$ cat src/design/esc_strip_pkg.sv
// shared types, constants and step decode for the escape sequence stripper
`timescale 1ns / 1ps

package esc_strip_pkg;

  // holding store geometry
  localparam int HOLD_DEPTH = 32;
  localparam int CNT_W      = $clog2(HOLD_DEPTH + 1);
  localparam int ADDR_W     = $clog2(HOLD_DEPTH);

  // character codes
  localparam logic [7:0] CH_ESC  = 8'h1B;
  localparam logic [7:0] CH_BEL  = 8'h07;
  localparam logic [7:0] CH_OSC  = 8'h5D;
  localparam logic [7:0] CH_CSI  = 8'h5B;
  localparam logic [7:0] CH_BSL  = 8'h5C;
  localparam logic [7:0] CH_DCS  = 8'h50;
  localparam logic [7:0] CH_PM   = 8'h5E;
  localparam logic [7:0] CH_APC  = 8'h5F;
  localparam logic [7:0] FE_LO   = 8'h40;
  localparam logic [7:0] FE_HI   = 8'h5A;
  localparam logic [7:0] FIN_HI  = 8'h7E;
  localparam logic [7:0] PAR_LO  = 8'h30;
  localparam logic [7:0] PAR_HI  = 8'h3F;
  localparam logic [7:0] INT_LO  = 8'h20;
  localparam logic [7:0] INT_HI  = 8'h2F;

  // parser mode
  typedef enum logic [2:0] {
    MODE_NORMAL    = 3'd0,
    MODE_AFTER_ESC = 3'd1,
    MODE_OSC       = 3'd2,
    MODE_OSC_ESC   = 3'd3,
    MODE_CSI_PARAM = 3'd4,
    MODE_CSI_INTER = 3'd5
  } mode_t;

  // outcome of one parse step on a byte
  typedef enum logic [1:0] {
    ACT_HOLD   = 2'd0,
    ACT_FINISH = 2'd1,
    ACT_EMIT   = 2'd2,
    ACT_FAIL   = 2'd3
  } act_t;

  typedef struct packed {
    act_t  act;
    mode_t mode_nxt;
  } step_t;

  // controller states
  typedef enum logic [2:0] {
    ST_IDLE = 3'd0,
    ST_FAIL = 3'd1,
    ST_RD   = 3'd2,
    ST_EMIT = 3'd3,
    ST_STEP = 3'd4,
    ST_EOS  = 3'd5,
    ST_DONE = 3'd6
  } state_t;

  // commands from controller to datapath
  typedef struct packed {
    logic sel_cur;      // decode the latched byte instead of the port
    logic latch;        // capture the request
    logic do_hold;      // store byte, bump count, take new mode
    logic do_finish;    // drop the escape, back to normal
    logic out_direct;   // byte straight to output, last set
    logic fail_setup;   // set up replay range of held bytes
    logic rd_issue;     // read held byte at replay index
    logic emit_rd;      // emit byte read from store
    logic fail_finish;  // close replay, keep trailing ESC if any
    logic emit_cur;     // emit latched byte
    logic pend_flush;   // last byte of request to output, last set
  } ctl_cmd_t;

  // status from datapath to controller
  typedef struct packed {
    act_t act;
    logic mode_normal;
    logic more;
    logic pend_v;
    logic slot_free;
    logic in_eos;
    logic cur_eos;
  } ctl_sts_t;

  function automatic logic is_fe(logic [7:0] b);
    return (b >= FE_LO && b <= FE_HI) || (b >= CH_BSL && b <= CH_APC);
  endfunction

  function automatic logic is_intro(logic [7:0] b);
    return b == CH_OSC || b == CH_DCS || b == CH_PM || b == CH_APC;
  endfunction

  function automatic logic is_param(logic [7:0] b);
    return b >= PAR_LO && b <= PAR_HI;
  endfunction

  function automatic logic is_inter(logic [7:0] b);
    return b >= INT_LO && b <= INT_HI;
  endfunction

  function automatic logic is_final(logic [7:0] b);
    return b >= FE_LO && b <= FIN_HI;
  endfunction

  // one parse step: what the byte does in the given mode
  function automatic step_t step_decode(mode_t mode, logic [7:0] b, logic full);
    step_t s;
    s.act      = ACT_FAIL;
    s.mode_nxt = mode;
    unique case (mode)
      MODE_AFTER_ESC: begin
        if (is_intro(b) || b == CH_CSI) begin
          s.act      = full ? ACT_FAIL : ACT_HOLD;
          s.mode_nxt = (b == CH_CSI) ? MODE_CSI_PARAM : MODE_OSC;
        end else if (is_fe(b)) begin
          s.act = ACT_FINISH;
        end
      end
      MODE_OSC: begin
        if (b == CH_BEL) begin
          s.act = ACT_FINISH;
        end else begin
          s.act      = full ? ACT_FAIL : ACT_HOLD;
          s.mode_nxt = (b == CH_ESC) ? MODE_OSC_ESC : MODE_OSC;
        end
      end
      MODE_OSC_ESC: begin
        if (b == CH_BSL) s.act = ACT_FINISH;
      end
      MODE_CSI_PARAM, MODE_CSI_INTER: begin
        if ((mode == MODE_CSI_PARAM && is_param(b)) || is_inter(b)) begin
          s.act      = full ? ACT_FAIL : ACT_HOLD;
          s.mode_nxt = is_inter(b) ? MODE_CSI_INTER : mode;
        end else if (is_final(b)) begin
          s.act = ACT_FINISH;
        end
      end
      default: begin
        if (b == CH_ESC) begin
          s.act      = ACT_HOLD;
          s.mode_nxt = MODE_AFTER_ESC;
        end else begin
          s.act      = ACT_EMIT;
          s.mode_nxt = MODE_NORMAL;
        end
      end
    endcase
    return s;
  endfunction

endpackage

$ cat src/design/esc_strip_dpath.sv
// datapath: parse mode, holding store, replay index, look-ahead byte and output register
`timescale 1ns / 1ps

module esc_strip_dpath
  import esc_strip_pkg::*;
(
  input  logic       clk,
  input  logic       rst_n,
  input  logic       in_kind,
  input  logic [7:0] in_byte,
  input  logic       out_ready,
  output logic       out_valid,
  output logic [7:0] out_byte,
  output logic       out_last,
  input  ctl_cmd_t   cmd,
  output ctl_sts_t   sts
);

  logic [7:0]       mem [HOLD_DEPTH];
  logic [7:0]       rd_data_r;
  mode_t            mode_r;
  logic [CNT_W-1:0] count_r;
  logic [CNT_W-1:0] idx_r;
  logic [CNT_W-1:0] end_r;
  logic             trail_r;
  logic [7:0]       cur_byte_r;
  logic             cur_kind_r;
  logic             pend_v_r;
  logic [7:0]       pend_byte_r;
  logic             out_valid_r;
  logic [7:0]       out_byte_r;
  logic             out_last_r;

  logic [7:0]       sel_byte;
  logic [7:0]       emit_byte;
  logic             full;
  logic             is_osc;
  logic             is_trail;
  logic             out_load;
  logic             emit_any;
  step_t            step;

  // decode of the byte under work
  always_comb begin
    sel_byte  = cmd.sel_cur ? cur_byte_r : in_byte;
    full      = (count_r == CNT_W'(HOLD_DEPTH));
    step      = step_decode(mode_r, sel_byte, full);
    is_osc    = (mode_r == MODE_OSC) || (mode_r == MODE_OSC_ESC);
    is_trail  = (mode_r == MODE_OSC_ESC);
    emit_any  = cmd.emit_rd | cmd.emit_cur;
    emit_byte = cmd.emit_rd ? rd_data_r : cur_byte_r;
    out_load  = cmd.out_direct | cmd.pend_flush | (emit_any & pend_v_r);
  end

  // status to controller
  always_comb begin
    sts.act         = step.act;
    sts.mode_normal = (mode_r == MODE_NORMAL);
    sts.more        = (idx_r < end_r);
    sts.pend_v      = pend_v_r;
    sts.slot_free   = !out_valid_r || out_ready;
    sts.in_eos      = in_kind;
    sts.cur_eos     = cur_kind_r;
  end

  // holding store, registered read
  always_ff @(posedge clk) begin
    if (cmd.do_hold) mem[count_r[ADDR_W-1:0]] <= sel_byte;
    if (cmd.rd_issue) rd_data_r <= mem[idx_r[ADDR_W-1:0]];
  end

  // parse mode and fill count
  always_ff @(posedge clk) begin
    if (!rst_n) begin
      mode_r  <= MODE_NORMAL;
      count_r <= '0;
    end else if (cmd.do_hold) begin
      mode_r  <= step.mode_nxt;
      count_r <= count_r + CNT_W'(1);
    end else if (cmd.do_finish) begin
      mode_r  <= MODE_NORMAL;
      count_r <= '0;
    end else if (cmd.fail_finish) begin
      mode_r  <= trail_r ? MODE_AFTER_ESC : MODE_NORMAL;
      count_r <= trail_r ? CNT_W'(1) : '0;
    end
  end

  // replay range, latched request
  always_ff @(posedge clk) begin
    if (cmd.fail_setup) begin
      idx_r   <= is_osc ? CNT_W'(2) : '0;
      end_r   <= count_r - CNT_W'(is_trail && count_r != '0);
      trail_r <= is_trail;
    end else if (cmd.emit_rd) begin
      idx_r <= idx_r + CNT_W'(1);
    end
    if (cmd.latch) begin
      cur_byte_r <= in_byte;
      cur_kind_r <= in_kind;
    end
  end

  // look-ahead byte, so that the last flag lands on the right result
  always_ff @(posedge clk) begin
    if (!rst_n) begin
      pend_v_r <= 1'b0;
    end else if (emit_any) begin
      pend_v_r <= 1'b1;
    end else if (cmd.pend_flush) begin
      pend_v_r <= 1'b0;
    end
  end

  always_ff @(posedge clk) begin
    if (emit_any) pend_byte_r <= emit_byte;
  end

  // output register
  always_ff @(posedge clk) begin
    if (!rst_n) begin
      out_valid_r <= 1'b0;
    end else if (out_load) begin
      out_valid_r <= 1'b1;
    end else if (out_ready) begin
      out_valid_r <= 1'b0;
    end
  end

  always_ff @(posedge clk) begin
    if (out_load) begin
      out_byte_r <= cmd.out_direct ? sel_byte : pend_byte_r;
      out_last_r <= cmd.out_direct | cmd.pend_flush;
    end
  end

  assign out_valid = out_valid_r;
  assign out_byte  = out_byte_r;
  assign out_last  = out_last_r;

endmodule

$ cat src/design/esc_strip_ctrl.sv
// controller: request acceptance, escape failure replay and end-of-request sequencing
`timescale 1ns / 1ps

module esc_strip_ctrl
  import esc_strip_pkg::*;
(
  input  logic     clk,
  input  logic     rst_n,
  input  logic     in_valid,
  output logic     in_ready,
  input  ctl_sts_t sts,
  output ctl_cmd_t cmd
);

  state_t state_r;
  state_t state_nxt;

  // state register
  always_ff @(posedge clk) begin
    if (!rst_n) begin
      state_r <= ST_IDLE;
    end else begin
      state_r <= state_nxt;
    end
  end

  // next state and commands
  always_comb begin
    state_nxt = state_r;
    cmd       = '0;
    in_ready  = 1'b0;
    unique case (state_r)
      ST_IDLE: begin
        in_ready = sts.slot_free;
        if (in_valid && sts.slot_free) begin
          if (sts.in_eos) begin
            if (sts.mode_normal) begin
              cmd.do_finish = 1'b1;
            end else begin
              cmd.latch = 1'b1;
              state_nxt = ST_FAIL;
            end
          end else begin
            unique case (sts.act)
              ACT_HOLD:   cmd.do_hold    = 1'b1;
              ACT_FINISH: cmd.do_finish  = 1'b1;
              ACT_EMIT:   cmd.out_direct = 1'b1;
              ACT_FAIL: begin
                cmd.latch = 1'b1;
                state_nxt = ST_FAIL;
              end
            endcase
          end
        end
      end
      ST_FAIL: begin
        cmd.fail_setup = 1'b1;
        state_nxt      = ST_RD;
      end
      // read next held byte, or close the replay and go on
      ST_RD: begin
        if (sts.more) begin
          cmd.rd_issue = 1'b1;
          state_nxt    = ST_EMIT;
        end else begin
          cmd.fail_finish = 1'b1;
          state_nxt       = sts.cur_eos ? ST_EOS : ST_STEP;
        end
      end
      ST_EMIT: begin
        if (!sts.pend_v || sts.slot_free) begin
          cmd.emit_rd = 1'b1;
          state_nxt   = ST_RD;
        end
      end
      // reprocess the failing byte in the new mode
      ST_STEP: begin
        cmd.sel_cur = 1'b1;
        unique case (sts.act)
          ACT_HOLD: begin
            cmd.do_hold = 1'b1;
            state_nxt   = ST_DONE;
          end
          ACT_FINISH: begin
            cmd.do_finish = 1'b1;
            state_nxt     = ST_DONE;
          end
          ACT_EMIT: begin
            if (!sts.pend_v || sts.slot_free) begin
              cmd.emit_cur = 1'b1;
              state_nxt    = ST_DONE;
            end
          end
          ACT_FAIL: state_nxt = ST_FAIL;
        endcase
      end
      ST_EOS: begin
        if (sts.mode_normal) begin
          cmd.do_finish = 1'b1;
          state_nxt     = ST_DONE;
        end else begin
          state_nxt = ST_FAIL;
        end
      end
      ST_DONE: begin
        if (!sts.pend_v) begin
          state_nxt = ST_IDLE;
        end else if (sts.slot_free) begin
          cmd.pend_flush = 1'b1;
          state_nxt      = ST_IDLE;
        end
      end
      default: state_nxt = ST_IDLE;
    endcase
  end

endmodule

$ cat src/design/ansi_escape_stripper.sv
// top level of the ansi escape sequence stripper
//
// Input channel (in_valid/in_ready): one request per data byte (in_kind 0,
// in_byte) or an end-of-stream marker (in_kind 1). Output channel
// (out_valid/out_ready): stripped text bytes, out_last set on the final
// byte that a request produces; a request may produce none.
// Plain text, escape bytes that extend or close an escape, and an
// end-of-stream with no open escape go at one request per cycle while the
// output register is free; the text byte is in it on the next cycle.
// A failed escape replays its held bytes from the 32-entry store, each
// one read from the store and then emitted, between setup and wrap-up
// states; a full store replays up to 32 bytes.
// Requests are taken only while the output register is free or being
// drained, so a stalled receiver holds off new requests; no result is
// lost or dropped.
// Reset clears the parse mode, fill count and output valid; the store
// contents are not cleared and need no clearing pass.
`timescale 1ns / 1ps

module ansi_escape_stripper
  import esc_strip_pkg::*;
(
  input  logic       clk,
  input  logic       rst_n,
  input  logic       in_valid,
  output logic       in_ready,
  input  logic       in_kind,
  input  logic [7:0] in_byte,
  output logic       out_valid,
  input  logic       out_ready,
  output logic [7:0] out_byte,
  output logic       out_last
);

  ctl_cmd_t cmd;
  ctl_sts_t sts;

  // sequencing
  esc_strip_ctrl u_ctrl (
    .clk      (clk),
    .rst_n    (rst_n),
    .in_valid (in_valid),
    .in_ready (in_ready),
    .sts      (sts),
    .cmd      (cmd)
  );

  // storage and output
  esc_strip_dpath u_dpath (
    .clk       (clk),
    .rst_n     (rst_n),
    .in_kind   (in_kind),
    .in_byte   (in_byte),
    .out_ready (out_ready),
    .out_valid (out_valid),
    .out_byte  (out_byte),
    .out_last  (out_last),
    .cmd       (cmd),
    .sts       (sts)
  );

endmodule

$ cat config.mk
export PLATFORM = sky130hd
export DESIGN_NAME = ansi_escape_stripper
export DESIGN_NICKNAME = d
export VERILOG_FILES = /design/src/design/esc_strip_pkg.sv /design/src/design/esc_strip_dpath.sv /design/src/design/esc_strip_ctrl.sv /design/src/design/ansi_escape_stripper.sv
export SDC_FILE = /design/constraint.sdc
export NUM_CORES = 1
export LEC_CHECK = 0
export BUFFER_PORTS_ARGS = -buffer_cell sky130_fd_sc_hd__buf_2
export CELL_PAD_IN_SITES_DETAIL_PLACEMENT = 1
export CELL_PAD_IN_SITES_GLOBAL_PLACEMENT = 1
export CORE_MARGIN = 10
export CORE_UTILIZATION = 54
export DETAILED_ROUTE_END_ITERATION = 10
export GPL_TIMING_DRIVEN = 0
export HOLD_SLACK_MARGIN = 0.05
export PLACE_DENSITY = 0.8
export SLEW_MARGIN = 10
export SYNTH_ARGS = -nofsm -noshare
export SYNTH_HDL_FRONTEND = slang
export SYNTH_SLANG_ARGS = --single-unit
$ cat constraint.sdc
create_clock -name clk -period 4.58 [get_ports clk]
set_input_delay 0.458 -clock clk [delete_from_list [all_inputs] [get_ports clk]]
set_output_delay 0.458 -clock clk [all_outputs]
set_load 0.01 [all_outputs]
==> results.tsv <==
stage	metric	value	unit
global_route	grt_max_degree	34	
synthesis	ys_seq_elements	317	
synthesis	avgSynthCellArea	17.5	sq um
die	core	24400	sq um
setup_path	critical_path.startpoint_type	flop	
hold_path	worst_hold_path_type	primary input to flop	
synthesis	ys_top_cells_by_area	sky130_fd_sc_hd__edfxtp_1, sky130_fd_sc_hd__mux4_2, sky130_fd_sc_hd__mux2_2	
cts	postCtsSetupRepairBufs	0	
final_layout	area_growth	12.7	%
synthesis	syn_nets	790	
synthesis	synth-edff-count	303	
synthesis	synthArstFlopShare	0	%
cts	worstSkewPairLatency	530	ps
sta	worstMarginPinSlew	1180	ps
synthesis	count_leader_synth	sky130_fd_sc_hd__edfxtp_1	
die	row_count	57	
sta	finalMaxSlewViolations	0	
die	ios	24	
sta	setup-violations-final	0	
cts	cts_tree	yes	
synthesis	synth_top_area_cell	sky130_fd_sc_hd__edfxtp_1	
cts	cts_hold_repair.buffers	0	
pwr	pwr_density_cell	495	nW/um^2
placed_design	detailed_place_hpwl	21400	um
die	floorplan.initialDensity	55.0	%
run	max_cap_violations	0	
synthesis	predominant_post_synthesis_flop_cell	sky130_fd_sc_hd__edfxtp_1	
global_route	grt_pass1_wl	50300	um
synthesis	syn_warnings	0	
final_layout	nets	849	
cts	cts-htree-levels	2	
routing	drt-pass1-iter-count	5	
setup_path	critical_path_class	flop to flop	
die	design.die.area	31600	sq um
final_layout	multi_input_comb_area	3840	sq um
synthesis	synth.top_cell.area_share	67.8	%
sta	achievable-frequency	0.247	GHz
global_route	globalRouteOverflowTotal	0	
pwr	vdd_ir_drop_max	371	uV
routing	vias	7472	
routing	vias_per_cell	6.36	
sta	timing.final.crit_share	88.5	%
setup_path	cp_slowest_stage_delay	750	ps
cts	cts.path.max_buffers	3	
hold_path	worst_hold_path.num_cells	1	
die	die_height	178	um
cts	cts_clock_pin_slew_for_the_worst_setup_and_hold_paths	60	ps
final_layout	regArea	9380	sq um
final_layout	filler_cell_count	2117	
global_route	global_router_s_overall_resource_usage	21.3	%
sta	timing_hold_violations_final	0	
final_layout	num_antenna_cells	0	
pwr	static-leakage-power	4.91	nW
sta	fin_crit	4050	ps
cts	postCtsResizedCells	0	
sta	grt_setup_unrepaired	no	
routing	drt_first_iter_violations	770	
cts	cts-buffers-inserted	34	
sta	finClkSkew	15.9	ps
routing	routed_wire_length_per_instance	28.3	um
routing	route.detailed.drc	0	
routing	route.antenna.remaining_nets	0	
setup_path	critical_path_peak_fanout	10	
synthesis	syn_area	13400	sq um
cts	cts_root_buf	sky130_fd_sc_hd__clkbuf_16	
setup_path	timing.reg2reg.worst_path_depth	11	
placed_design	dp_cells	1112	
synthesis	ys_types	65	
synthesis	synth.yosys.seq_area_share	69.9	%
cts	tritoncts_num_sinks	317	
die	die_w	178	um
global_route	first_global_vias	7858	
final_layout	stdcell_count	1174	
global_route	antenna_found_initial	0	
placed_design	routabilityCongestion	0.882	
final_layout	fraction_of_layout_cells_with_a_size_suffix_above_1	24.1	%
outcome	outcome	complete, no violations	
setup_path	worst_ep_required_time	4720	ps
sta	relSlewSlack	21.0	%
sta	tns	0	ps
synthesis	ys_top_cells_by_count	sky130_fd_sc_hd__edfxtp_1, sky130_fd_sc_hd__mux4_2, sky130_fd_sc_hd__nor2_1, sky130_fd_sc_hd__nand2_1, sky130_fd_sc_hd__clkbuf_1	
setup_path	crit_path_cell_trace	buf_6 -> or3b_1 -> buf_2 -> or4b_4 -> o22ai_2 -> o21bai_1 -> a211oi_2 -> and3b_1 -> buf_4 -> nand2_2 -> nor2_1	
synthesis	post_synthesis_cells	765	
setup_path	crit_path_slowest_cell	sky130_fd_sc_hd__nor2_1	
setup_path	arrival	4190	ps
routing	routed_wl	33200	um
placed_design	buffer_ports.inserted	23	
setup_path	endpoint_kind	flop	
## placed cells by master, fill, tap and decap left out, drive strengths merged, types with 4 or more instances in the layout
cell / netlist / final
nor4: 4 / 4
clkbuf: 26 / 65
clkinv: 0 / 16
mux2: 25 / 25
nand3b: 4 / 4
ha: 12 / 12
edfxtp: 303 / 303
nor3: 9 / 9
nand3: 13 / 13
bufinv: 0 / 6
nor2b: 12 / 12
o21ai: 17 / 17
nor2: 59 / 59
mux4: 80 / 80
and2: 5 / 5
or3b: 4 / 4
o21bai: 4 / 4
xor2: 6 / 6
buf: 12 / 35
dfxtp: 14 / 14
nand2: 52 / 52
nor3b: 7 / 7
nand2b: 8 / 8
o211ai: 6 / 6
a21oi: 16 / 16
inv: 15 / 15
## worst paths after layout
path / start / endpoint / slack (ps)
worst max-delay path: u_ctrl.state_r[1] / u_dpath.mem[4][5] / 530
worst min-delay path: in_byte[7] / u_dpath.cur_byte_r[7] / 190
worst max register to register: u_ctrl.state_r[1] / u_dpath.mem[4][5] / 530
worst min register to register: u_dpath.rd_data_r[3] / u_dpath.pend_byte_r[3] / 550
## per-stage QoR
step	util [%]	hold WS [ps]	power (W)	instance area, sq um	setup WS (ps)
finish	62.0	192	0.00748	15100	525
global route	62.0	179	0.00773	15100	386
global placement	57.1	518	0.00459	13900	687
CTS	62.0	179	0.00752	15100	547
floorplan	-	490	0.00424	13400	1370
detailed placement	57.1	542	0.00465	13900	563
## where the power goes
group	internal, W	switching (W)	leakage, nW
logic	0.000515	0.000704	1.49
registers	0.00333	0.0000513	2.85
clock network	0.00174	0.00113	0.575
total	0.00559	0.00189	4.91
## critical path: cells and delay by family, from the launching register on
family / cells / cell delay, ps
and+or+nand+nor: 5 / 2100
DFF: 1 / 310
buffers and inverters: 3 / 520
AOI/OAI and AO/OA: 3 / 730
## state kept, by name, summed over array words and instances (netlist names), 3 cells and up
| signal | count |
|---|---|
| u_dpath.mode_r | 3 |
| u_ctrl.state_r | 3 |
| u_dpath.rd_data_r | 8 |
| u_dpath.pend_byte_r | 8 |
| u_dpath.mem | 256 |
| u_dpath.idx_r | 6 |
| u_dpath.cur_byte_r | 8 |
| u_dpath.count_r | 6 |
| u_dpath.out_byte | 8 |
| u_dpath.end_r | 6 |
## final cells by class
class                      instances  area share (%)
multi-input combinational        395            25.4
buffer                            38            1.03
clock buffer                      39            5.89
clock inverter                    23            1.87
tap                              324            2.68
sequential                       317            62.0
timing repair buffer              23           0.761
inverter                          15           0.372
## layer usage
layer | GRT usage, % | up-vias | wire length (um)
met3 | 3.89 | 64 | 2300
li1 | - | 3170 | -
met1 | 28.6 | 3896 | 13400
met2 | 34.2 | 342 | 16300
met4 | 7.99 | 0 | 1160
met5 | 0 | - | 0
## cell families (layout without fill, tap and decap cells)
kind of cell / Yosys count / in the layout / synth area share (%)
mux: 107 / 107 / 15.7
flops: 317 / 317 / 69.9
simple gates: 194 / 194 / 7.34
compound gates: 71 / 71 / 3.66
xor+xnor: 9 / 9 / 0.588
fa+ha+maj: 14 / 14 / 1.27
buf+inv: 53 / 138 / 1.58
No activity file was read; power rests on OpenSTA's default activity.
